==> config.mk <==
export PLATFORM = sky130hd
export DESIGN_NAME = modular_inverse_extended_euclid_core
export DESIGN_NICKNAME = d
export VERILOG_FILES = /design/src/hw/rtl/modinv_pkg.sv /design/src/hw/rtl/modinv_step.sv /design/src/hw/rtl/modinv_ctrl.sv /design/src/hw/rtl/modular_inverse_extended_euclid_core.sv
export VERILOG_INCLUDE_DIRS = /design/src /design/src/hw/rtl
export SDC_FILE = /design/constraint.sdc
export NUM_CORES = 1
export LEC_CHECK = 0
export ABC_AREA = 1
export CORE_AREA = 2 2 354 356
export DETAILED_ROUTE_END_ITERATION = 6
export DIE_AREA = 0 0 356 358
export DONT_BUFFER_PORTS = 1
export PLACE_DENSITY = 0.39
export SETUP_SLACK_MARGIN = 0.15
export SLEW_MARGIN = 20
export SYNTH_ARGS = -nofsm -noshare
export SYNTH_HDL_FRONTEND = slang
export SYNTH_SLANG_ARGS = --single-unit
==> constraint.sdc <==
create_clock -name clk_i -period 8.2 [get_ports clk_i]
set_input_delay 2.46 -clock clk_i [delete_from_list [all_inputs] [get_ports clk_i]]
set_output_delay 2.46 -clock clk_i [all_outputs]
set_load 0.01 [all_outputs]
==> src/hw/rtl/modular_inverse_extended_euclid_core_macros.svh <==
// ----------------------------------------------------------------------------
// modular inverse core assertion macros
// shared concurrent assertion forms, clocked on clk_i, quiet while in reset
// ----------------------------------------------------------------------------
`ifndef MODULAR_INVERSE_EXTENDED_EUCLID_CORE_MACROS_SVH
`define MODULAR_INVERSE_EXTENDED_EUCLID_CORE_MACROS_SVH

// property that must hold at every clock edge out of reset
`define MIEEC_ASSERT(lbl, prop, msg) \
  lbl: assert property (@(posedge clk_i) disable iff (!rst_ni) prop) \
    else $error(msg);

// consequence that must hold in the cycle after the antecedent
`define MIEEC_ASSERT_NEXT(lbl, ante, cons, msg) \
  lbl: assert property (@(posedge clk_i) disable iff (!rst_ni) (ante) |=> (cons)) \
    else $error(msg);

`endif

==> src/hw/rtl/modinv_pkg.sv <==
`timescale 1ns / 1ps
// ----------------------------------------------------------------------------
// modinv_pkg
// shared types and defaults of the modular inverse core
// ----------------------------------------------------------------------------
package modinv_pkg;

  localparam int WidthDefault = 32;

  typedef enum logic [2:0] {
    ST_IDLE,
    ST_CHECK,
    ST_ALIGN,
    ST_DIVIDE,
    ST_UPDATE,
    ST_ABS,
    ST_REDUCE,
    ST_FINISH
  } state_e;

  // datapath status seen by the sequencer
  typedef struct packed {
    logic rc_zero;
    logic can_shift;
    logic k_zero;
  } sts_t;

  // datapath commands from the sequencer
  typedef struct packed {
    logic busy;
    logic load;
    logic init;
    logic shift;
    logic divide;
    logic update;
    logic absval;
    logic reduce;
    logic finish;
  } ctl_t;

endpackage

==> src/hw/rtl/modinv_step.sv <==
`timescale 1ns / 1ps
// ----------------------------------------------------------------------------
// modinv_step
// shared radix-2 unit: divisor alignment test, one restoring division bit
// and horner accumulation of quotient times both coefficients
// ----------------------------------------------------------------------------
module modinv_step #(
  parameter int WIDTH = modinv_pkg::WidthDefault
) (
  input  logic [WIDTH-1:0] rem_i,
  input  logic [WIDTH-1:0] dv_i,
  input  logic [WIDTH:0]   sacc_i,
  input  logic [WIDTH:0]   tacc_i,
  input  logic [WIDTH:0]   sc_i,
  input  logic [WIDTH:0]   tc_i,
  output logic             can_shift_o,
  output logic [WIDTH-1:0] rem_o,
  output logic [WIDTH:0]   sacc_o,
  output logic [WIDTH:0]   tacc_o
);

  logic qbit;

  // doubled divisor still fits under the partial remainder
  assign can_shift_o = ({dv_i, 1'b0} <= {1'b0, rem_i});

  assign qbit  = (dv_i <= rem_i);
  assign rem_o = qbit ? (rem_i - dv_i) : rem_i;

  // acc = 2*acc + qbit*coef, wraps at WIDTH+1 bits
  assign sacc_o = {sacc_i[WIDTH-1:0], 1'b0} + (qbit ? sc_i : '0);
  assign tacc_o = {tacc_i[WIDTH-1:0], 1'b0} + (qbit ? tc_i : '0);

endmodule

==> src/hw/rtl/modinv_ctrl.sv <==
`timescale 1ns / 1ps
// ----------------------------------------------------------------------------
// modinv_ctrl
// sequencer of the modular inverse core
// ----------------------------------------------------------------------------
module modinv_ctrl (
  input  logic               clk_i,
  input  logic               rst_ni,
  input  logic               start_i,
  input  modinv_pkg::sts_t   sts_i,
  output modinv_pkg::ctl_t   ctl_o
);

  modinv_pkg::state_e state_q, state_d;

  always_ff @(posedge clk_i or negedge rst_ni) begin
    if (!rst_ni) begin
      state_q <= modinv_pkg::ST_IDLE;
    end else begin
      state_q <= state_d;
    end
  end

  always_comb begin
    state_d = state_q;
    ctl_o   = '0;
    ctl_o.busy = (state_q != modinv_pkg::ST_IDLE);
    unique case (state_q)
      modinv_pkg::ST_IDLE: begin
        if (start_i) begin
          ctl_o.load = 1'b1;
          state_d    = modinv_pkg::ST_CHECK;
        end
      end
      modinv_pkg::ST_CHECK: begin
        if (sts_i.rc_zero) begin
          state_d = modinv_pkg::ST_ABS;
        end else begin
          ctl_o.init = 1'b1;
          state_d    = modinv_pkg::ST_ALIGN;
        end
      end
      modinv_pkg::ST_ALIGN: begin
        if (sts_i.can_shift) begin
          ctl_o.shift = 1'b1;
        end else begin
          state_d = modinv_pkg::ST_DIVIDE;
        end
      end
      modinv_pkg::ST_DIVIDE: begin
        ctl_o.divide = 1'b1;
        if (sts_i.k_zero) begin
          state_d = modinv_pkg::ST_UPDATE;
        end
      end
      modinv_pkg::ST_UPDATE: begin
        ctl_o.update = 1'b1;
        state_d      = modinv_pkg::ST_CHECK;
      end
      modinv_pkg::ST_ABS: begin
        ctl_o.absval = 1'b1;
        state_d      = modinv_pkg::ST_REDUCE;
      end
      modinv_pkg::ST_REDUCE: begin
        ctl_o.reduce = 1'b1;
        state_d      = modinv_pkg::ST_FINISH;
      end
      modinv_pkg::ST_FINISH: begin
        ctl_o.finish = 1'b1;
        state_d      = modinv_pkg::ST_IDLE;
      end
      default: begin
        state_d = modinv_pkg::ST_IDLE;
      end
    endcase
  end

endmodule

==> src/hw/rtl/modular_inverse_extended_euclid_core.sv <==
`timescale 1ns / 1ps
// ----------------------------------------------------------------------------
// modular_inverse_extended_euclid_core
// gcd, bezout coefficients and modular inverse by the extended euclid method
// ----------------------------------------------------------------------------
// Pulse start while busy is low to hand over one item (value_i, modulus_i).
// The core then stays busy while it runs the extended euclid recurrence on a
// single shared radix-2 unit, and presents the result for exactly one cycle
// with done_o high; the outputs are not held back for the receiver, so it
// must capture them in that cycle (they keep their value until the next
// result, but only the strobed cycle counts). In each quotient step the
// divisor is doubled until it would pass the remainder, then one quotient
// bit per cycle is taken while q times both coefficients is accumulated,
// then the pairs shift. Around the steps come the load, a final check of
// the remainder, and the absolute value, reduce and finish states that
// fold the coefficient into the inverse. The next item may be started in
// the same cycle that done_o shows the previous result.
// coef_value_o and coef_modulus_o are two's complement, WIDTH+1 bits.
// ----------------------------------------------------------------------------
`include "modular_inverse_extended_euclid_core_macros.svh"

module modular_inverse_extended_euclid_core #(
  parameter int WIDTH = modinv_pkg::WidthDefault
) (
  input  logic               clk_i,
  input  logic               rst_ni,
  input  logic               start,
  output logic               busy,
  input  logic [WIDTH-1:0]   value_i,
  input  logic [WIDTH-1:0]   modulus_i,
  output logic               done_o,
  output logic [WIDTH:0]     coef_value_o,
  output logic [WIDTH:0]     coef_modulus_o,
  output logic [WIDTH-1:0]   gcd_value_o,
  output logic [WIDTH-1:0]   inverse_o,
  output logic               has_inverse_o
);

  localparam int KW = $clog2(WIDTH);

  localparam logic [WIDTH:0]   CoefOne = {{WIDTH{1'b0}}, 1'b1};
  localparam logic [WIDTH-1:0] WordOne = {{(WIDTH-1){1'b0}}, 1'b1};
  localparam logic [KW-1:0]    KOne    = {{(KW-1){1'b0}}, 1'b1};

  modinv_pkg::ctl_t ctl;
  modinv_pkg::sts_t sts;

  // remainder pair and the modulus kept for the final reduction
  logic [WIDTH-1:0] rp_q, rp_d, rc_q, rc_d, m_q, m_d;
  // coefficient pairs for value (s) and modulus (t)
  logic [WIDTH:0]   sp_q, sp_d, sc_q, sc_d, tp_q, tp_d, tc_q, tc_d;
  // division working set: partial remainder, shifted divisor, shift count
  logic [WIDTH-1:0] rem_q, rem_d, dv_q, dv_d;
  logic [KW-1:0]    k_q, k_d;
  // quotient times current coefficient, built one bit at a time
  logic [WIDTH:0]   sacc_q, sacc_d, tacc_q, tacc_d;
  logic             neg_q, neg_d;

  // result registers
  logic             done_q, done_d;
  logic             has_q, has_d;
  logic [WIDTH:0]   cv_q, cv_d, cm_q, cm_d;
  logic [WIDTH-1:0] gcd_q, gcd_d, inv_q, inv_d;

  logic             step_can_shift;
  logic [WIDTH-1:0] step_rem;
  logic [WIDTH:0]   step_sacc, step_tacc;
  logic [WIDTH:0]   sp_neg;

  modinv_ctrl u_ctrl (
    .clk_i   (clk_i),
    .rst_ni  (rst_ni),
    .start_i (start),
    .sts_i   (sts),
    .ctl_o   (ctl)
  );

  modinv_step #(
    .WIDTH (WIDTH)
  ) u_step (
    .rem_i       (rem_q),
    .dv_i        (dv_q),
    .sacc_i      (sacc_q),
    .tacc_i      (tacc_q),
    .sc_i        (sc_q),
    .tc_i        (tc_q),
    .can_shift_o (step_can_shift),
    .rem_o       (step_rem),
    .sacc_o      (step_sacc),
    .tacc_o      (step_tacc)
  );

  assign sts.rc_zero   = (rc_q == '0);
  assign sts.can_shift = step_can_shift;
  assign sts.k_zero    = (k_q == '0);

  assign sp_neg = (~sp_q) + CoefOne;

  always_comb begin
    rp_d   = rp_q;
    rc_d   = rc_q;
    m_d    = m_q;
    sp_d   = sp_q;
    sc_d   = sc_q;
    tp_d   = tp_q;
    tc_d   = tc_q;
    rem_d  = rem_q;
    dv_d   = dv_q;
    k_d    = k_q;
    sacc_d = sacc_q;
    tacc_d = tacc_q;
    neg_d  = neg_q;
    cv_d   = cv_q;
    cm_d   = cm_q;
    gcd_d  = gcd_q;
    inv_d  = inv_q;
    has_d  = has_q;
    done_d = ctl.finish;

    if (ctl.load) begin
      // remainders start at (value, modulus), coefficients at identity
      rp_d = value_i;
      rc_d = modulus_i;
      m_d  = modulus_i;
      sp_d = CoefOne;
      sc_d = '0;
      tp_d = '0;
      tc_d = CoefOne;
    end
    if (ctl.init) begin
      rem_d  = rp_q;
      dv_d   = rc_q;
      k_d    = '0;
      sacc_d = '0;
      tacc_d = '0;
    end
    if (ctl.shift) begin
      dv_d = {dv_q[WIDTH-2:0], 1'b0};
      k_d  = k_q + KOne;
    end
    if (ctl.divide) begin
      rem_d  = step_rem;
      sacc_d = step_sacc;
      tacc_d = step_tacc;
      dv_d   = {1'b0, dv_q[WIDTH-1:1]};
      k_d    = k_q - KOne;
    end
    if (ctl.update) begin
      // rem_q now holds r_prev mod r_cur
      rp_d = rc_q;
      rc_d = rem_q;
      sp_d = sc_q;
      sc_d = sp_q - sacc_q;
      tp_d = tc_q;
      tc_d = tp_q - tacc_q;
    end
    if (ctl.absval) begin
      // magnitude of the value coefficient never exceeds a nonzero modulus
      neg_d = sp_q[WIDTH];
      rem_d = sp_q[WIDTH] ? sp_neg[WIDTH-1:0] : sp_q[WIDTH-1:0];
    end
    if (ctl.reduce) begin
      rem_d = (rem_q >= m_q) ? (rem_q - m_q) : rem_q;
    end
    if (ctl.finish) begin
      cv_d  = sp_q;
      cm_d  = tp_q;
      gcd_d = rp_q;
      // floor modulo: a negative coefficient folds to modulus minus remainder
      if (m_q == '0) begin
        inv_d = '0;
      end else if (neg_q && (rem_q != '0)) begin
        inv_d = m_q - rem_q;
      end else begin
        inv_d = rem_q;
      end
      has_d = (m_q != '0) && (rp_q == WordOne);
    end
  end

  always_ff @(posedge clk_i or negedge rst_ni) begin
    if (!rst_ni) begin
      done_q <= 1'b0;
      has_q  <= 1'b0;
    end else begin
      done_q <= done_d;
      has_q  <= has_d;
    end
  end

  always_ff @(posedge clk_i) begin
    rp_q   <= rp_d;
    rc_q   <= rc_d;
    m_q    <= m_d;
    sp_q   <= sp_d;
    sc_q   <= sc_d;
    tp_q   <= tp_d;
    tc_q   <= tc_d;
    rem_q  <= rem_d;
    dv_q   <= dv_d;
    k_q    <= k_d;
    sacc_q <= sacc_d;
    tacc_q <= tacc_d;
    neg_q  <= neg_d;
    cv_q   <= cv_d;
    cm_q   <= cm_d;
    gcd_q  <= gcd_d;
    inv_q  <= inv_d;
  end

  assign busy           = ctl.busy;
  assign done_o         = done_q;
  assign coef_value_o   = cv_q;
  assign coef_modulus_o = cm_q;
  assign gcd_value_o    = gcd_q;
  assign inverse_o      = inv_q;
  assign has_inverse_o  = has_q;

  // result strobe follows the last sequencer step and frees the core
  `MIEEC_ASSERT_NEXT(a_finish_strobe, ctl.finish, done_o && !busy, "no strobe after finish")
  // a division bit never runs against a zero divisor
  `MIEEC_ASSERT(a_divisor_nonzero, ctl.divide |-> dv_q != '0, "zero divisor")
  // reduced inverse lies below the modulus
  `MIEEC_ASSERT(a_inverse_range, done_o && m_q != '0 |-> inverse_o < m_q, "inverse not reduced")
  // gcd of a nonzero modulus is nonzero
  `MIEEC_ASSERT(a_gcd_nonzero, done_o && m_q != '0 |-> gcd_value_o != '0, "zero gcd")
  // an inverse is flagged only for coprime operands
  `MIEEC_ASSERT(a_has_inv_gcd, done_o && has_inverse_o |-> gcd_value_o == WordOne, "gcd above one")

endmodule

# After elaboration in Yosys (flattened, before gate mapping)
# Index checks and enable logic that the tools add are counted.
[totals] register_bits=499 in_bits=67 out_inout_bits=133 elab_cells=109
[classes] addsub=10 n_lt_le_gt_ge=3 eq_ne=13 mux=45 bitwise_logic=1 reduce_logical=16
[ops] op="$mux 32" n=14
[ops] op="$mux 33" n=11
[ops] op="$sub 32x32->32" n=3
[ops] op="$add 33x33->33" n=2
[ops] op="$sub 33x33->33" n=2
[ops] op="$logic_not 32->1" n=2
[ops] op="$reduce_bool 32->1" n=2
[ops] op="$le 33x32->1" n=1
[ops] op="$add 32x1->32 const B" n=1
[ops] op="$eq 32x1->1 const B" n=1
[ops] op="$ge 32x32->1" n=1
[ops] op="$le 32x32->1" n=1
[ops] op="$not 32->32" n=1
[ops] op="$mux 31" n=1
[ops] op="$pmux 3 s8" n=1
[ops] op="$mux 5" n=3
[ops] op="$eq 3x3->1 const B" n=4
[ops] op="$mux 3" n=4
[ops] op="$mux 1" n=11
[ops] op="$eq 3x2->1 const B" n=2
[ops] op="$ne 2x2->1 const B" n=3
[ops] op="$reduce_and 3->1" n=2
[ops] op="$reduce_bool 2->1" n=3
[ops] op="$reduce_bool 3->1" n=2
[ops] op="other kinds (9)" n=10

# Depth between registers and ports, before layout
# Gate-level depths: netlist of run 1.
[depth] word_depth=7 mapped_depth=30 ltp_nobuf=29

# Modules after synthesis
# Synthesis of run 1 repeated with hierarchy kept, for this count alone.
[unflattened] hier_cells=4958 hier_area_um2=36696.4
[modules_own_cells] mod="modular_inverse_extended_euclid_core" n_inst=1 cells_per_inst=3536 area_each_um2=29020.3 seq_area_each_um2=14874.3
[modules_own_cells] mod="modinv_step" n_inst=1 cells_per_inst=1378 area_each_um2=7402.1 seq_area_each_um2=0.0
[modules_own_cells] mod="modinv_ctrl" n_inst=1 cells_per_inst=44 area_each_um2=274.0 seq_area_each_um2=75.1

# Worst setup path before layout of run 1
# Ideal clock, no wire load.
[synth_timing] kind="input to register" start="in start" end="reg rc_q[0] (enable)" setup_time_ps=548 t_arrival_ps=7792 required_ps=7652 setup_slack_ps=-140 cell_stages=4 n_path_buf=0 cell_sequence="inv_1 nor2_1 nor2_1 inv_1"
[synth_lines] item="start: declaration" line_no="modular_inverse_extended_euclid_core.sv:27" rtl="input logic start,"
[synth_lines] item="end signal: assignment" line_no="modular_inverse_extended_euclid_core.sv:193" rtl="rc_q <= rc_d;"
[synth_lines] item="end: declaration" line_no="modular_inverse_extended_euclid_core.sv:49" rtl="logic [WIDTH-1:0] rp_q, rp_d, rc_q, rc_d, m_q, m_d;"

# Final worst setup path of run 1
[layout_timing] start="reg rem_q[0]" end="reg sacc_q[19] (data pin)"
[layout_between] elab_chain_len=4
[layout_rtl] item="start: declaration" line_no="modular_inverse_extended_euclid_core.sv:53" rtl="logic [WIDTH-1:0] rem_q, rem_d, dv_q, dv_d;"
[layout_rtl] item="start signal: assignment" line_no="modular_inverse_extended_euclid_core.sv:199" rtl="rem_q <= rem_d;"
[layout_rtl] item="$le 32x32->1" line_no="modinv_step.sv:27" rtl="assign qbit = (dv_i <= rem_i);"
[layout_rtl] item="$mux 33" line_no="modinv_step.sv:31" rtl="assign sacc_o = {sacc_i[WIDTH-1:0], 1'b0} + (qbit ? sc_i : '0);"
[layout_rtl] item="$add 33x33->33" line_no="modinv_step.sv:31"
[layout_rtl] item="$mux 33" line_no="modular_inverse_extended_euclid_core.sv:141" rtl="if (ctl.divide) begin"
[layout_rtl] item="end signal: assignment" line_no="modular_inverse_extended_euclid_core.sv:202" rtl="sacc_q <= sacc_d;"
[layout_rtl] item="end: declaration" line_no="modular_inverse_extended_euclid_core.sv:56" rtl="logic [WIDTH:0] sacc_q, sacc_d, tacc_q, tacc_d;"
# Every way passes these cells.
# A chain may end at the register's enable or synchronous reset.

==> results of run 1 <==
metrics by stage:
| step | std cells | hold WS, ns | cell area, um^2 | util [%] | power (uW) |
|---|---|---|---|---|---|
| after floorplan | 4670 | 0.426 | 35600 | - | 12400 |
| after global placement | 6222 | 0.466 | 37400 | 30.4 | 16400 |
| after detailed placement | 6222 | 0.450 | 37400 | 30.4 | 16300 |
| after CTS | 6342 | 0.481 | 39800 | 32.3 | 19600 |
| after global routing | 6342 | 0.487 | 39800 | 32.3 | 21200 |
| final | 6342 | 0.477 | 39800 | 32.3 | 19500 |
routing by layer:
layer / wire (um) / vias to the layer above
met2: 67300 / 685
li1: - / 15500
met4: 4180 / 0
met1: 63700 / 14800
met3: 5750 / 160
met5: 0 / -
cell type report:
type                    count  area, um^2
well taps                1637        2050
clock buffers              76        1740
inverters                 720        2710
multi-input cells        3341       17500
flip-flops and latches    499       14900
clock inverters            44         609
fillers                 13300       83500
repair buffers             25         213
cells by family (layout without fill, tap and decap cells):
family | count (synthesis) | count (layout)
DFF | 499 | 499
and+or+nand+nor | 2127 | 2127
AOI/OAI and AO/OA | 901 | 901
adders and majority gates | 263 | 263
xor gates and xnor gates | 50 | 50
buffers and inverters | 830 | 865
layout by cell type (no fill, tap or decap), drive strengths merged, types with 32 or more instances in the layout:
cell,synthesis,layout
xor2,37,37
nor2,573,573
edfxtp,493,493
ha,256,256
o21ai,351,351
o21a,32,32
a21oi,390,390
clkbuf,51,76
inv,719,722
nand2,1147,1147
nor3,49,49
nand4,37,37
nand3,264,264
worst min path at each step:
stage                        start                  to  slack (ns)  cells after the start
final                      tp_q[5]   coef_modulus_o[5]        0.48                      0
after global routing      tp_q[21]  coef_modulus_o[21]        0.49                      0
after CTS                  tp_q[5]   coef_modulus_o[5]        0.48                      0
after detailed placement   tp_q[5]   coef_modulus_o[5]        0.45                      0
after global placement    tp_q[23]  coef_modulus_o[23]        0.47                      0
after floorplan            tp_q[0]   coef_modulus_o[0]        0.43                      0
flip-flops by register name, indices dropped and copies added (netlist names):
signal,cells
coef_modulus_o,33
coef_value_o,33
sacc_q,33
sc_q,33
sp_q,33
tacc_q,33
tc_q,33
tp_q,33
dv_q,32
gcd_value_o,32
inverse_o,32
m_q,32
rc_q,32
rem_q,32
rp_q,32
k_q,5
u_ctrl.state_q,3
done_o,1
has_inverse_o,1
neg_q,1
power breakdown:
part / total [uW] / internal (uW) / switching (uW)
Clock: 3200 / 1900 / 1300
Sequential: 4830 / 4050 / 773
Combinational: 11500 / 3310 / 8160
worst reg2reg max path, cell delays in order, from the launching register on:
cell and delay (ns):
sky130_fd_sc_hd__edfxtp_1 0.43, sky130_fd_sc_hd__inv_1 0.20, sky130_fd_sc_hd__ha_1 0.23, sky130_fd_sc_hd__fa_1 0.25
sky130_fd_sc_hd__inv_1 0.09, sky130_fd_sc_hd__nand3_1 0.07, sky130_fd_sc_hd__nand2_1 0.12, sky130_fd_sc_hd__nand2_1 0.09
sky130_fd_sc_hd__nand2_1 0.08, sky130_fd_sc_hd__nand2_1 0.10, sky130_fd_sc_hd__nand3_1 0.17, sky130_fd_sc_hd__nand2_1 0.13
sky130_fd_sc_hd__nand2_2 0.12, sky130_fd_sc_hd__inv_2 0.63, sky130_fd_sc_hd__buf_4 0.44, sky130_fd_sc_hd__nor2_1 0.10
sky130_fd_sc_hd__ha_1 0.22, sky130_fd_sc_hd__fa_1 0.43, sky130_fd_sc_hd__nand2_1 0.10, sky130_fd_sc_hd__nand2_1 0.05
sky130_fd_sc_hd__o21ai_0 0.19, sky130_fd_sc_hd__nor2_1 0.08, sky130_fd_sc_hd__nor2_1 0.22, sky130_fd_sc_hd__o21ai_1 0.22
sky130_fd_sc_hd__nand2_1 0.11, sky130_fd_sc_hd__nand2_1 0.06, sky130_fd_sc_hd__o21ai_0 0.16, sky130_fd_sc_hd__a21oi_1 0.06
==> insert_results.sql, run 1 <==
INSERT INTO impl_metrics (metric_group, metric, value, unit) VALUES
('run_status', 'outcome', 'finished clean', ''),
('timing', 'post-route-min-period', '5.39', 'ns'),
('synth', 'netlist_top_cells_area', 'sky130_fd_sc_hd__edfxtp_1, sky130_fd_sc_hd__nand2_1, sky130_fd_sc_hd__ha_1', ''),
('placed_design', 'port_buffers', '0', ''),
('critical_path', 'timing_worst_setup_path_type', 'register to register', ''),
('synth', 'number_of_flops_mapped_to_enable_cells_by_yosys', '493', ''),
('grt', 'first_global_vias', '31000', ''),
('grt', 'grt_first_pass_wirelength', '206', 'mm'),
('timing', 'post-route-worst-setup-slack', '2.81', 'ns'),
('finish', 'count_of_antenna_diodes_in_the_layout', '0', ''),
('routing', 'wl_per_cell', '22.2', 'um'),
('synth', 'yosysTopAreaCellShare', '41.6', '%'),
('floorplanning', 'floorplan.die_area', '0.127', 'mm^2'),
('synth', 'synth_xor_xnor_area_share', '1.23', '%'),
('routing', 'final_antenna_net_count', '0', ''),
('clock_network', 'clock-sinks', '499', ''),
('timing', 'report.final.hold_viol_count', '0', ''),
('timing', 'slew_headroom', '27.8', '%'),
('synth', 'ys_async_rst_share', '1.00', '%'),
('synth', 'muxShareOfSynthArea', '0', '%'),
('synth', 'synth_adder_area_share', '9.39', '%'),
('routing', 'drt_pre_antenna_iters', '6', ''),
('placed_design', 'place_ws', '2.77', 'ns'),
('clock_network', 'post_cts.repair.setup_buffers', '0', ''),
('critical_path', 'timing.critical_path.slowest_stage_cell', 'sky130_fd_sc_hd__inv_2', ''),
('floorplanning', 'start_util', '28.9', '%'),
('critical_path', 'timing.critical_path.to_type', 'register', ''),
('critical_path', 'worstSetupStartpoint', 'rem_q[0]', ''),
('critical_path', 'worst_ep_arrival_time', '5.82', 'ns'),
('synth', 'yosys_most_used_dff', 'sky130_fd_sc_hd__edfxtp_1', ''),
('synth', 'synth_cells', '4670', ''),
('synth', 'synth-simple-area-share', '24.6', '%'),
('routing', 'finalWirelength', '141', 'mm'),
('clock_network', 'cts.clk_slew.worst_paths', '0.07', 'ns'),
('critical_path', 'rr_startpoint', 'rem_q[0]', ''),
('grt', 'busiest_layer', 'met2', ''),
('clock_network', 'cts_max_path_buffers', '3', ''),
('critical_path', 'cp_top_family', 'simple AND/OR/NAND/NOR gates', ''),
('critical_path', 'crit_path_max_incr_delay', '0.63', 'ns'),
('synth', 'synth.most_common_cell', 'sky130_fd_sc_hd__nand2_1', ''),
('synth', 'yosys-top-cells-count', 'sky130_fd_sc_hd__nand2_1, sky130_fd_sc_hd__inv_1, sky130_fd_sc_hd__nor2_1, sky130_fd_sc_hd__edfxtp_1, sky130_fd_sc_hd__a21oi_1', ''),
('routing', 'initialDrtViolationCount', '2404', ''),
('timing', 'timing.final.max_slew_violations', '0', ''),
('routing', 'remaining_drc_errors', '0', ''),
('synth', 'net_count_after_synthesis', '5000', ''),
('synth', 'yosys.area.top_type', 'sky130_fd_sc_hd__edfxtp_1', ''),
('synth', 'mappedNetlistArea', '0.0356', 'mm^2'),
('critical_path', 'reg2reg_depth', '27', ''),
('routing', 'route.detailed.vias_per_inst', '4.91', ''),
('finish', 'finish.net_count', '4984', ''),
('floorplanning', 'die_width', '356', 'um'),
('critical_path', 'number_of_stages_on_the_worst_setup_path', '27', ''),
('clock_network', 'h-tree-depth', '3', ''),
('grt', 'global_route.usage.total', '21.8', '%'),
('grt', 'grtUsageMet2', '37.3', '%'),
('timing', 'final.setup.tns', '0', 'ns'),
('clock_network', 'clk_root_buffer_cell', 'sky130_fd_sc_hd__clkbuf_16', ''),
('synth', 'synth_area_per_cell', '7.63', 'um^2'),
('timing', 'tightestPinTransition', '1.08', 'ns'),
('synth', 'compound_gate_fraction_of_synth_area', '13.8', '%'),
('flow_run', 'max-cap-violations', '0', ''),
('pwr', 'p_leak', '0.0175', 'uW'),
('grt', 'use_met1', '28.6', '%'),
('critical_path', 'worst_path_buf_inv', '4', ''),
('synth', 'yosysSeqAreaShare', '42.0', '%'),
('grt', 'grt_util_met3', '3.03', '%'),
('critical_path', 'crit_path_start_kind', 'register', ''),
('clock_network', 'worst_skew_pair.late_latency', '0.68', 'ns'),
('timing', 'final.setup_skew', '0.0366', 'ns'),
('floorplanning', 'placementRows', '129', ''),
('placed_design', 'gpl_wtd_cong', '0.928', '');
(Power assumes the default switching activity.)
==> run 2, diff against run 1 <==
- clock period: 8.2 -> 5.34 ns (I/O delays scaled with it)
==> run 2 against run 1 <==
  * Worst hold slack improved by 0.0057 ns
  * Critical endpoint is now tacc_q[24]
  * Fmax increased by 13%
  * Routed wire length increased by 1.7%
  * Sequential power increased by 54%
  * Global-route usage increased by 0.22 points
  * Combinational power increased by 55%
  * Critical path depth decreased by 4
  * Setup slack got worse by 2.3 ns
  * Highest routed layer unchanged
  * First-iteration DRC count increased by 1.3%
  * Largest power group unchanged
  * Sequential share of layout area decreased by 0.10 points
  * Count of clock-buffer cells in the layout increased by 1
==> insert_results.sql, run 2 (synthesized netlist as in run 1, its figures left out) <==
INSERT INTO impl_metrics (metric_group, metric, value, unit) VALUES
('routing', 'final_antenna_net_count', '0', ''),
('timing', 'setup_viol', '0', ''),
('pwr', 'p_comb_share', '59.3', '%'),
('finish', 'post_route_cells_drive_above_1_share', '4.77', '%'),
('clock_network', 'cts_tree', 'built', ''),
('placed_design', 'port_buffers', '0', ''),
('routing', 'drt_pre_antenna_iters', '6', ''),
('critical_path', 'reg2reg_depth', '23', ''),
('flow_run', 'max-cap-violations', '0', ''),
('floorplanning', 'floorplan.core_area', '0.123', 'mm^2'),
('critical_path', 'rr_startpoint', 'rem_q[0]', ''),
('clock_network', 'h-tree-depth', '3', ''),
('finish', 'area_growth', '12.0', '%'),
('pwr', 'cellInternalPower', '14200', 'uW'),
('critical_path', 'r2r_setup_slack', '0.56', 'ns'),
('timing', 'slew_headroom', '29.5', '%'),
('hold_path', 'holdCritStartpoint', 'tp_q[18]', ''),
('critical_path', 'worst_ep_arrival_time', '5.16', 'ns'),
('critical_path', 'timing_worst_setup_path_type', 'register to register', ''),
('routing', 'initialDrtViolationCount', '2435', ''),
('timing', 'final.setup_skew', '0.0274', 'ns'),
('critical_path', 'worstSetupStartpoint', 'rem_q[0]', ''),
('timing', 'tightestPinTransition', '1.06', 'ns'),
('floorplanning', 'io-pin-count', '200', ''),
('clock_network', 'worst_skew_pair.late_latency', '0.65', 'ns'),
('grt', 'grt_overflow', '0', ''),
('timing', 'post-route-min-period', '4.78', 'ns'),
('grt', 'first_global_vias', '30800', ''),
('routing', 'route.detailed.vias_per_inst', '4.90', ''),
('finish', 'ff_latch_area', '0.0149', 'mm^2'),
('routing', 'wl_per_cell', '22.6', 'um'),
('grt', 'grt_max_degree', '203', ''),
('run_status', 'outcome', 'finished clean', ''),
('clock_network', 'post_cts.repair.setup_buffers', '0', ''),
('grt', 'grt_first_pass_wirelength', '208', 'mm'),
('clock_network', 'clk_root_buffer_cell', 'sky130_fd_sc_hd__clkbuf_16', ''),
('timing', 'timing.fmax', '209', 'MHz'),
('timing', 'period_share', '89.6', '%'),
('finish', 'nFillCells', '13400', ''),
('clock_network', 'numCtsBuffers', '68', ''),
('timing', 'timing.final.max_slew_violations', '0', ''),
('timing', 'report.final.hold_viol_count', '0', ''),
('critical_path', 'worst_r2r_endpoint', 'tacc_q[24]', ''),
('hold_path', 'min_to', 'coef_modulus_o[18]', ''),
('routing', 'dr_total_vias', '31100', ''),
('routing', 'finalWirelength', '143', 'mm'),
('finish', 'count_of_antenna_diodes_in_the_layout', '0', ''),
('floorplanning', 'placementRows', '129', ''),
('pwr', 'sw_frac_of_total', '52.7', '%'),
('timing', 'grt_setup_unrepaired', 'false', ''),
('timing', 'post-route-worst-setup-slack', '0.556', 'ns'),
('timing', 'final.setup.tns', '0', 'ns'),
('pwr', 'p_leak', '0.0176', 'uW'),
('floorplanning', 'start_util', '28.9', '%'),
('finish', 'multi_input_area', '0.0175', 'mm^2'),
('clock_network', 'cts_max_path_buffers', '3', ''),
('pwr', 'worst_ir_drop_on_vdd', '0.444', 'mV'),
('floorplanning', 'dieHeight', '358', 'um'),
('critical_path', 'critical_path_required', '5.71', 'ns'),
('finish', 'final_cell_mix', 'sky130_fd_sc_hd__nand2_1, sky130_fd_sc_hd__inv_1, sky130_fd_sc_hd__nor2_1', ''),
('hold_path', 'hp-class', 'register to register', ''),
('pwr', 'power.density_cell_area', '752', 'mW/mm^2'),
('critical_path', 'crit_path_start_kind', 'register', ''),
('critical_path', 'timing.critical_path.to_type', 'register', ''),
('routing', 'remaining_drc_errors', '0', ''),
('finish', 'finish.net_count', '4990', ''),
('clock_network', 'clock-sinks', '499', ''),
('hold_path', 'timing.hold.worst_path_depth', '0', ''),
('clock_network', 'cts.clk_slew.worst_paths', '0.06', 'ns'),
('pwr', 'p_sw', '15800', 'uW'),
('placed_design', 'dp.final_hpwl', '112', 'mm'),
('placed_design', 'place_ws', '0.494', 'ns'),
('grt', 'global_route.usage.total', '22.1', '%'),
('grt', 'antenna_found_initial', '2', ''),
('placed_design', 'gpl_wtd_cong', '0.947', ''),
('floorplanning', 'floorplan.die_area', '0.127', 'mm^2'),
('floorplanning', 'die_width', '356', 'um'),
('pwr', 'p_clk_share', '15.9', '%'),
('finish', 'layout_commonest_cell', 'sky130_fd_sc_hd__nand2_1', ''),
('pwr', 'sequentialPowerShare', '24.7', '%'),
('critical_path', 'path_max_fanout', '16', '');
[run 2: routing by layer]
metal	wire length, um	global-route usage (%)
met4	3590	5.93
met5	0	0
met3	5780	2.77
met2	69600	38.3
met1	64300	28.8
[run 2: critical path, stage by stage, from the launching register on]
cell	delay, ns
sky130_fd_sc_hd__edfxtp_1	0.57
sky130_fd_sc_hd__inv_1	0.20
sky130_fd_sc_hd__ha_1	0.27
sky130_fd_sc_hd__fa_1	0.44
sky130_fd_sc_hd__inv_1	0.13
sky130_fd_sc_hd__nand3_1	0.07
sky130_fd_sc_hd__nand2_1	0.16
sky130_fd_sc_hd__nand2_1	0.07
sky130_fd_sc_hd__nand2_1	0.13
sky130_fd_sc_hd__nand2_1	0.09
sky130_fd_sc_hd__nand3_1	0.13
sky130_fd_sc_hd__nand2_1	0.08
sky130_fd_sc_hd__nand2_2	0.16
sky130_fd_sc_hd__inv_2	0.16
sky130_fd_sc_hd__buf_4	0.23
sky130_fd_sc_hd__nor2_1	0.11
sky130_fd_sc_hd__ha_1	0.30
sky130_fd_sc_hd__a21oi_1	0.28
sky130_fd_sc_hd__o21ai_0	0.18
sky130_fd_sc_hd__a21oi_1	0.15
sky130_fd_sc_hd__nand2_1	0.19
sky130_fd_sc_hd__a21o_1	0.22
sky130_fd_sc_hd__o21ai_0	0.13
sky130_fd_sc_hd__a21oi_1	0.06
[run 2: worst max-delay path by stage]
stage                 endpoint  slack, ns  depth (start not counted)
global route        tacc_q[31]       0.18                         24
global placement    tacc_q[24]       0.56                         23
floorplan              rc_q[0]       0.13                          4
finish              tacc_q[24]       0.56                         23
CTS                 tacc_q[24]       0.47                         23
detailed placement  tacc_q[24]       0.49                         23
[run 2: cell type report]
cell class                 instances  area share (%)
multi-input combinational       3341            44.0
sequential                       499            37.5
inverter                         720            6.82
tap                             1637            5.13
clock buffer                      77            4.56
clock inverter                    48            1.19
timing repair buffer              30           0.866
[run 2: repair_timing]
item,4_1_cts,5_1_grt
setup endpoints to repair,0,5
hold endpoints to repair,0,0
hold buffers,0,0
gates resized for setup,0,2
[run 2: power by group through the flow]
stage	clock network, uW	logic, uW	registers, uW
after floorplan	0	12100	6940
after global placement	0	17900	7500
after detailed placement	0	17700	7500
after CTS	4950	17800	7440
after global routing	5070	20000	7550
final	4790	17800	7430
[run 2: stage by stage]
step	utilization [%]	area [um^2]	std cells	total power [uW]	hold WS, ns
finish	32.3	39900	6352	30000	0.483
floorplan	-	35600	4670	19100	0.426
global placement	30.5	37600	6226	25400	0.474
detailed placement	30.5	37600	6226	25200	0.461
global route	32.3	39900	6352	32600	0.495
CTS	32.3	39900	6351	30200	0.487
